$ cat src/rtl/ogru_pkg.sv
// shared types and constants for the occupancy grid ray update block
// used by ogru_div, occupancy_grid_ray_update and the testbench; no other dependencies
package ogru_pkg;

  localparam int GRID_SIDE  = 256;
  localparam int GRID_W     = $clog2(GRID_SIDE);
  localparam int HALF_SIDE  = GRID_SIDE / 2;
  localparam int CELL_COUNT = GRID_SIDE * GRID_SIDE;
  localparam int ADDR_W     = $clog2(CELL_COUNT);

  // divider operand width: covers 2*x, the square root of 4*s and 2*n*c
  localparam int DIV_W = 18;
  localparam int MUL_W = 18;

  localparam logic [1:0] OP_CLEAR = 2'd0;
  localparam logic [1:0] OP_POINT = 2'd1;
  localparam logic [1:0] OP_READ  = 2'd2;

  localparam logic [1:0] CELL_UNKNOWN  = 2'd0;
  localparam logic [1:0] CELL_FREE     = 2'd1;
  localparam logic [1:0] CELL_OCCUPIED = 2'd2;

  localparam logic [1:0] CFG_CELL_SIZE     = 2'd0;
  localparam logic [1:0] CFG_PILLAR_RADIUS = 2'd1;

  // angle window boundary directions in q15 (cos, sin)
  localparam logic signed [MUL_W-1:0] WIN_LO_C [0:2] = '{18'sd26086, -18'sd26252, 18'sd19061};
  localparam logic signed [MUL_W-1:0] WIN_LO_S [0:2] = '{18'sd19831, -18'sd19611, -18'sd26654};
  localparam logic signed [MUL_W-1:0] WIN_HI_C [0:2] = '{-18'sd32768, -18'sd19284, 18'sd26086};
  localparam logic signed [MUL_W-1:0] WIN_HI_S [0:2] = '{18'sd52, -18'sd26493, -18'sd19831};

  typedef struct packed {
    logic                    start;
    logic signed [DIV_W-1:0] num;
    logic [DIV_W-1:0]        den;
  } div_req_t;

  typedef struct packed {
    logic                    done;
    logic signed [DIV_W-1:0] quo;
    logic [DIV_W-1:0]        rem;
  } div_rsp_t;

endpackage

$ cat src/rtl/ogru_div.sv
// sequential floor divider: signed numerator, unsigned nonzero denominator
// one quotient bit per cycle; depends on ogru_pkg
module ogru_div (
  input  logic              clk,
  input  logic              rst_n,
  input  ogru_pkg::div_req_t req,
  output ogru_pkg::div_rsp_t rsp
);
  import ogru_pkg::*;

  localparam int CNT_W = $clog2(DIV_W + 1);

  logic             busy_r;
  logic             done_r;
  logic [CNT_W-1:0] cnt_r;
  logic             neg_r;
  logic [DIV_W-1:0] quo_r;
  logic [DIV_W-1:0] rem_r;
  logic [DIV_W-1:0] den_r;

  logic [DIV_W:0] rem_sh;
  logic [DIV_W:0] rem_dif;
  logic           ge;

  assign rem_sh  = {rem_r, quo_r[DIV_W-1]};
  assign rem_dif = rem_sh - {1'b0, den_r};
  assign ge      = rem_sh >= {1'b0, den_r};

  always_ff @(posedge clk) begin
    if (!rst_n) begin
      busy_r <= 1'b0;
      done_r <= 1'b0;
      cnt_r  <= '0;
    end else begin
      done_r <= 1'b0;
      if (req.start) begin
        busy_r <= 1'b1;
        cnt_r  <= CNT_W'(DIV_W);
      end else if (busy_r) begin
        cnt_r <= cnt_r - 1'b1;
        if (cnt_r == CNT_W'(1)) begin
          busy_r <= 1'b0;
          done_r <= 1'b1;
        end
      end
    end
  end

  always_ff @(posedge clk) begin
    if (req.start) begin
      neg_r <= req.num[DIV_W-1];
      quo_r <= req.num[DIV_W-1] ? DIV_W'(-req.num) : DIV_W'(req.num);
      rem_r <= '0;
      den_r <= req.den;
    end else if (busy_r) begin
      quo_r <= {quo_r[DIV_W-2:0], ge};
      rem_r <= ge ? rem_dif[DIV_W-1:0] : rem_sh[DIV_W-1:0];
    end
  end

  // magnitudes to floor quotient and nonnegative remainder
  always_comb begin
    rsp.done = done_r;
    if (neg_r && (rem_r != '0)) begin
      rsp.quo = -$signed(quo_r) - DIV_W'(1);
      rsp.rem = den_r - rem_r;
    end else if (neg_r) begin
      rsp.quo = -$signed(quo_r);
      rsp.rem = '0;
    end else begin
      rsp.quo = $signed(quo_r);
      rsp.rem = rem_r;
    end
  end

endmodule

$ cat config.mk
export PLATFORM = sky130hd
export DESIGN_NAME = ogru_div
export DESIGN_NICKNAME = d
export VERILOG_FILES = /design/src/rtl/ogru_pkg.sv /design/src/rtl/ogru_div.sv
export SDC_FILE = /design/constraint.sdc
export NUM_CORES = 1
export LEC_CHECK = 0
export BUFFER_PORTS_ARGS = -buffer_cell sky130_fd_sc_hd__buf_2
export CORE_MARGIN = 3
export CORE_UTILIZATION = 50
export CTS_BUF_LIST = sky130_fd_sc_hd__clkbuf_2
export DETAILED_ROUTE_END_ITERATION = 16
export PLACE_DENSITY_LB_ADDON = 0.1
export SKIP_LAST_GASP = 1
export SLEW_MARGIN = 5
export SYNTH_ARGS = -nofsm -noshare
export SYNTH_HDL_FRONTEND = slang
export SYNTH_SLANG_ARGS = --single-unit
$ cat constraint.sdc
create_clock -name clk -period 4.6 [get_ports clk]
set_input_delay 0.92 -clock clk [delete_from_list [all_inputs] [get_ports clk]]
set_output_delay 0.92 -clock clk [all_outputs]
set_load 0.005 [all_outputs]
# Word level (Yosys, flattened, before mapping)
# Index checks and enable logic that the tools add are counted.
dict set report op_classes {
  addsub 6
  order_cmp 1
  n_eq_ne 1
  mux 12
  n_bitwise 2
  n_reduce_logical 5
}
# op count
set op_table {}
lappend op_table {{2-to-1 mux 18 bit} 4}
lappend op_table {{2-to-1 mux 36 bit} 2}
lappend op_table {{negation 18 bit} 2}
lappend op_table {{subtractor 18 bit} 2}
lappend op_table {{greater-or-equal comparator 19 x 18 -> 1 bit} 1}
lappend op_table {{nonzero test 18 bit} 1}
lappend op_table {{subtractor 18 x 2 -> 18 bit, second input constant} 1}
lappend op_table {{2-to-1 mux 5 bit} 2}
lappend op_table {{== test 5 x 1 -> 1 bit, second input constant} 1}
lappend op_table {{subtractor 5 x 1 -> 5 bit, second input constant} 1}
lappend op_table {{2-to-1 mux 1 bit} 4}
lappend op_table {{OR reduction 3 bit} 1}
lappend op_table {{inverter 1 bit} 2}
lappend op_table {{nonzero test 2 bit} 1}
lappend op_table {{OR reduction 2 bit} 1}
lappend op_table {{logical AND 1 bit} 1}
dict set report totals {
  register_bits 62
  in_bits 39
  out_inout_bits 37
}

# Logic depth before layout (Yosys ltp)
# Gate-level depths: netlist (run 1).
dict set report logic_depth {
  ltp_word 4
  ltp_mapped 12
  ltp_nobuf 11
}

# Worst setup path after synthesis (run 1)
# Ideal clock, no wire load.
dict set report synth_timing {
  kind {flip-flop to output port}
  start {reg quo_r[0]}
  end {out rsp[32] (netlist name)}
  arrival_time_ps 2681
  path_slack_ps 999
  stages_incl_launch_ff 12
  cell_sequence {edfxtp_1 clkbuf_1 inv_1 ha_1 or3b_1 nor3_1 or4_4 a21boi_2 o211ai_1 mux2_1 o21ai_1 xnor2_1}
}
# element line
set synth_lines {}
lappend synth_lines {{start: declaration} ogru_div.sv:17} ;# logic [DIV_W-1:0] quo_r;
lappend synth_lines {{start signal: assignment} ogru_div.sv:52} ;# quo_r <= req.num[DIV_W-1] ? DIV_W'(-req.num) : DIV_W'(req.num);
lappend synth_lines {{start signal: assignment} ogru_div.sv:56} ;# quo_r <= {quo_r[DIV_W-2:0], ge};
lappend synth_lines {{end: declaration} ogru_div.sv:7} ;# output ogru_pkg::div_rsp_t rsp

==> out/results.ini, run 1 <==
[clocking]
cts_tree = done
insertion_delay_ns = 0.58
cts_max_path_buffers = 2
h-tree-depth = 3
cts_made_buffers = 9
postCtsHoldBufs = 0
cts.sinks = 62
cts-root-buf = clkbuf_2
cts.reportedPaths.clkPinSlew_ns = 0.19

[floorplanning]
start_util = 0.5277
coreArea_mm2 = 0.01060
die_x_um = 111.8
ios = 76
die-area_mm2 = 0.01249
die_y_um = 111.8
num_rows = 37

[yosys]
yosys-top-cells-area = edfxtp_1 20%, dfxtp_1 8.9%, ha_1 8.7%
synthCells = 679
synth_ff_type = edfxtp_1
synth-edff-count = 37
synthMostInstantiatedCell = nor2_1
synth_cell_type_count = 69
syn-mean-instance-area_um2 = 8.239
synthesis.nets = 759
synthTopCellsByCount = 64 x nor2_1, 50 x inv_1, 49 x a21oi_1
yosysTopAreaCellShare = 0.1986
yosysTopAreaCell = edfxtp_1
synthesis.area_mm2 = 0.005594
ys_ff_latch = 62
synthArstFlopShare = 0
ys.warnings.count = 0
seq_area_frac_synth = 0.2881

[critical_path]
crit_fanout = 10
path_class = flop to output port
worstPathArrival_ns = 3.51
critPathBufInv = 1
crit_path_start_kind = flop
max_stage_delay_ns = 0.58
r2r_start = den_r[4]
reg2regPathDepth = 10
worstPathRequired_ns = 3.68
cp.depth = 9
cp-startpoint = quo_r[4]
crit_slowest_cell = edfxtp_1
path_cells = or4_1 -> nor4b_1 -> a31oi_1 -> a211oi_2 -> o211ai_1 -> mux2_1 -> o21ai_1 -> xnor2_1 -> buf_2
cp_top_family = simple AND/OR/NAND/NOR gates
cp-end-kind = output port

[final_layout]
instances_no_fill = 901
final_nets = 840
fin_util = 0.6000
syn_to_final_growth_pct = 13.71
drive_above_1_share = 0.1869
num_antenna_cells = 0

[pwr]
vdd_drop_max_v = 0.0001709
switching_share = 0.3656
p_int_w = 0.001117
power_leakage_nw = 2.584
combPwrFrac = 0.379
seqPwrFrac = 0.395
p_sw_w = 0.0006440
pwr-share-clk = 0.225
finalPower_w = 0.001761
powerDensity_mw_per_mm2 = 276.9

[global_routing]
grt_pass1_vias = 4903
antenna_found_initial = 0
grt_max_degree = 55
groute.usage.overall = 0.2323
grt_overflow = 0
grt_pass1_wl_mm = 24.09

[drt]
wirelength_mm = 14.79
antenna_left = 0
remaining_drc_errors = 0
vias_per_cell = 5.887
firstDrtPassIters = 4
vias = 5304
wl_per_cell_um = 16.42
drt_iter0_drc = 358

[status]
status = finished, final reports clean

[sta]
worst_slew_margin_rel = 0.2638
finalCritPeriodShare = 0.9629
finClkSkew_ns = 0.03360
slew_viol_final = 0
rsz0062_at_grt = yes
worst_pin_slew_ns = 1.104
max_clock_freq_ghz = 0.2258
min_period_ns = 4.429
hold_viol = 0
setup_viol = 0

[place]
gp_congestion = 0.9048
post-dp-hpwl_mm = 10.65
numPortBuffers = 75
place_inst = 863

[worst_hold_path]
worstHoldPathCells = 1
holdCritPathClass = input port to flop
hold_path_startpoint = req[4]

[flow_run]
maxCapViolations = 0

-- through the flow --
step / worst slack, ns / setup TNS [ns] / instance area (um^2) / hold WS [ns]
global route: -0.07807 / -0.1879 / 6361 / 0.4406
detailed placement: 0.7133 / 0 / 6046 / 0.5349
CTS: 0.02899 / 0 / 6172 / 0.4504
global placement: 0.8137 / 0 / 6046 / 0.5122
finish: 0.1707 / 0 / 6361 / 0.4986
floorplan: 0.9988 / 0 / 5594 / 0.4940
-- kinds of logic (layout without fill, tap and decap cells) --
| kind of cell | Yosys count | in the layout | synth area share |
|---|---|---|---|
| AND/OR/NAND/NOR | 226 | 226 | 0.2105 |
| AO/OA/AOI/OAI | 184 | 184 | 0.2161 |
| buffers and inverters | 86 | 172 | 0.06173 |
| XOR/XNOR | 66 | 66 | 0.1033 |
| flip-flops | 62 | 62 | 0.2881 |
| adder cells (fa/ha/maj) | 41 | 41 | 0.09439 |
| multiplexers | 14 | 14 | 0.02595 |
-- final timing paths --
kind / slack [ns] / endpoint
worst max-delay path: 0.17 / rsp[32]
worst min-delay path: 0.50 / den_r[4]
worst min register to register: 0.56 / rem_r[10]
worst max register to register: 1.06 / rem_r[9]
-- layout make-up --
cell class,count,area [um^2]
Clock inverter,6,76.32
Tap cell,136,170.2
Multi-Input combinational cell,531,3661
Timing Repair Buffer,105,600.6
Fill cell,961,4240
Sequential cell,62,1612
Inverter,51,191.4
Clock buffer,10,50.05
-- sequential cells by signal, indices dropped and copies added (netlist names) --
register,cells
neg_r,1
done_r,1
quo_r,18
rem_r,18
busy_r,1
cnt_r,5
den_r,18
-- metal layers --
layer  up-vias  share of wire  global-route usage
li1       2668              -                   -
met1      2470           0.48              0.3245
met2       146           0.45              0.3613
met3        20          0.054             0.04674
met4         0          0.017             0.07299
met5         -              0                   0
-- power by group through the flow --
stage,clock (W),sequential [W],combinational (W)
finish,0.000397,0.000696,0.000668
global route,0.000427,0.000704,0.000742
CTS,0.000410,0.000699,0.000629
detailed placement,0,0.000711,0.000625
global placement,0,0.000709,0.000618
floorplan,0,0.000675,0.000462
-- placed cells by master (no fill, tap or decap), drive strengths merged, types with 10 or more instances in the layout --
cell type  count
buf          105
nor2          64
inv           51
a21oi         49
nand2         47
ha            39
edfxtp        37
xnor2         35
o21ai         34
xor2          31
dfxtp         25
nand3         23
nor3          17
o22ai         15
or4           15
nor4          14
a211oi        13
mux2i         10
clkbuf        10
-- timing repair --
item,CTS,global route
gates resized for setup,0,5
buffers inserted,0,22
endpoints found under the setup margin,0,6
Power figures use the tool's default switching activity.
==> run 2: changes to the inputs <==
--- a/config.mk
+++ b/config.mk
@@ -8,9 +8,10 @@
 export BUFFER_PORTS_ARGS = -buffer_cell sky130_fd_sc_hd__buf_2
 export CORE_MARGIN = 3
 export CORE_UTILIZATION = 50
-export CTS_BUF_LIST = sky130_fd_sc_hd__clkbuf_2
 export DETAILED_ROUTE_END_ITERATION = 16
+export MAX_ROUTING_LAYER = met4
 export PLACE_DENSITY_LB_ADDON = 0.1
+export RECOVER_POWER = 25
 export SKIP_LAST_GASP = 1
 export SLEW_MARGIN = 5
 export SYNTH_ARGS = -nofsm -noshare
==> run 2 against run 1 <==
  * The flow now finishes with violations (max-capacitance violations, max-slew violations)
  * Global-route usage up 0.80 points
  * Routed wire length down 2.8%
  * Count of clock-buffer cells in the layout up 5
  * Maximum frequency up 2.3%
  * Cell count down 2.4%
  * Sequential cell count unchanged
  * First-iteration DRC count down 16%
  * Combinational power down 6.1%
  * Final area down 1.6%
  * Worst setup slack better by 0.10 ns
  * Non-clock buffer count down 22
==> out/results.ini, run 2 (synthesis results as in run 1) <==
[status]
violations = max-capacitance violations, max-slew violations
status = complete, but fails checks

[pwr]
switching_share = 0.3454
finalPower_w = 0.001870
power_leakage_nw = 2.487
seqPwrFrac = 0.375
vdd_drop_max_v = 0.0002321
combPwrFrac = 0.336
p_int_w = 0.001224
powerDensity_mw_per_mm2 = 298.7
p_sw_w = 0.0006458
pwr-share-clk = 0.290

[critical_path]
path_class = flop to output port
r2r_end = rem_r[9]
worstPathArrival_ns = 3.41
cp-startpoint = quo_r[5]
cp-end-kind = output port
crit_end = rsp[32]
crit_fanout = 9
ff2ff_setup_slack_ns = 1.08
r2r_start = den_r[4]
crit_path_start_kind = flop
reg2regPathDepth = 10
worstPathRequired_ns = 3.68

[final_layout]
layout_commonest_cell = buf_2
fin_util = 0.5903
syn_to_final_growth_pct = 11.88
drive_above_1_share = 0.1521
final_cell_mix = 72 x buf_2, 64 x nor2_1, 50 x inv_1
fill_cells = 970
num_antenna_cells = 0
final_nets = 818
reg.largest.list = den_r: 18 flops, quo_r: 18 flops, rem_r: 18 flops

[clocking]
postCtsHoldBufs = 0
post_cts_resized = 0
cts_made_buffers = 9
cts.sinks = 62
postCtsSetupRepairBufs = 0
cts-root-buf = clkbuf_8
cts_max_path_buffers = 2
insertion_delay_ns = 0.37
cts_tree = done
cts.reportedPaths.clkPinSlew_ns = 0.07
h-tree-depth = 3

[drt]
antenna_left = 0
firstDrtPassIters = 4
vias_per_cell = 5.931
wl_per_cell_um = 16.35
drt_iter0_drc = 301
remaining_drc_errors = 0
vias = 5213
wirelength_mm = 14.37

[sta]
setup_tns_ns = 0
min_period_ns = 4.329
finClkSkew_ns = 0.01118
worst_slew_margin_rel = -0.7245
rsz0062_at_grt = no
max_clock_freq_ghz = 0.2310
finalCritPeriodShare = 0.9411
setup_ws_ns = 0.2712
worst_pin_slew_ns = 2.587
slew_viol_final = 55
hold_viol = 0
setup_viol = 0

[flow_run]
maxCapViolations = 1

[floorplanning]
die_x_um = 111.8
start_util = 0.5277
die-area_mm2 = 0.01249
die_y_um = 111.8
coreArea_mm2 = 0.01060
ios = 76
num_rows = 37

[global_routing]
groute.usage.overall = 0.2403
grt_overflow = 0
antenna_found_initial = 0
grt_pass1_wl_mm = 24.21
grt_pass1_vias = 4930
grt_max_degree = 55

[place]
gp_congestion = 0.9204
numPortBuffers = 75
place_ws_ns = 0.7133
post-dp-hpwl_mm = 10.65

[worst_hold_path]
holdCritPathClass = flop to flop

## run 2: cell types whose count changed in the layout (fill, tap and decap cells not counted), sizes merged
cell and delta:
bufinv -2, clkbuf +10, clkinv -2, buf -27
inv -1
## run 2: final cells by class
| class | count | area, um^2 | area share |
|---|---|---|---|
| clock inverters | 1 | 5.005 | 0.0007997 |
| flip-flops and latches | 62 | 1612 | 0.2575 |
| clock buffers | 15 | 219.0 | 0.03499 |
| repair buffers | 83 | 424.2 | 0.06777 |
| multi-input cells | 531 | 3637 | 0.5812 |
| well taps | 136 | 170.2 | 0.02719 |
| inverters | 51 | 191.4 | 0.03059 |
## run 2: how the worst min path moves through the flow
| stage | end | start | cells after the start | slack [ns] |
|---|---|---|---|---|
| 2_1_floorplan | rem_r[17] | rem_r[17] | 2 | 0.49 |
| 3_3_place_gp | rem_r[0] | quo_r[17] | 1 | 0.51 |
| 3_5_place_dp | rem_r[10] | rem_r[9] | 2 | 0.53 |
| 4_1_cts | rem_r[10] | rem_r[9] | 2 | 0.54 |
| 5_1_grt | rem_r[0] | quo_r[17] | 1 | 0.58 |
| 6_report | rem_r[10] | rem_r[9] | 2 | 0.55 |
## run 2: per-layer routing
metal,vias to the layer above,wire length [um],track usage
li1,2622,-,-
met1,2411,6872,0.3269
met2,164,6427,0.3601
met3,16,893,0.05707
met4,0,178,0.06164
met5,-,0,-
## run 2: power groups by stage
| stage | sequential [W] | combinational [W] | clock (W) |
|---|---|---|---|
| after floorplan | 0.000675 | 0.000462 | 0 |
| after global placement | 0.000709 | 0.000618 | 0 |
| after detailed placement | 0.000711 | 0.000625 | 0 |
| after CTS | 0.000699 | 0.000630 | 0.000554 |
| after global routing | 0.000709 | 0.000701 | 0.000572 |
| final | 0.000701 | 0.000627 | 0.000542 |
## run 2: worst max-delay path, stage by stage (launching register included)
cell and delay [ns]:
edfxtp_1 0.53, or4_1 0.59, nor4b_1 0.34, a31oi_1 0.13, a211oi_2 0.44, o211ai_1 0.23
mux2_1 0.36, o21ai_1 0.15, xnor2_1 0.13, buf_2 0.13
## run 2: through the flow
| stage | std cells | hold WS (ns) | cell area [um^2] |
|---|---|---|---|
| floorplan | 679 | 0.4940 | 5594 |
| global placement | 863 | 0.5122 | 6046 |
| detailed placement | 863 | 0.5349 | 6046 |
| CTS | 879 | 0.5443 | 6270 |
| global route | 879 | 0.5762 | 6259 |
| finish | 879 | 0.5451 | 6259 |
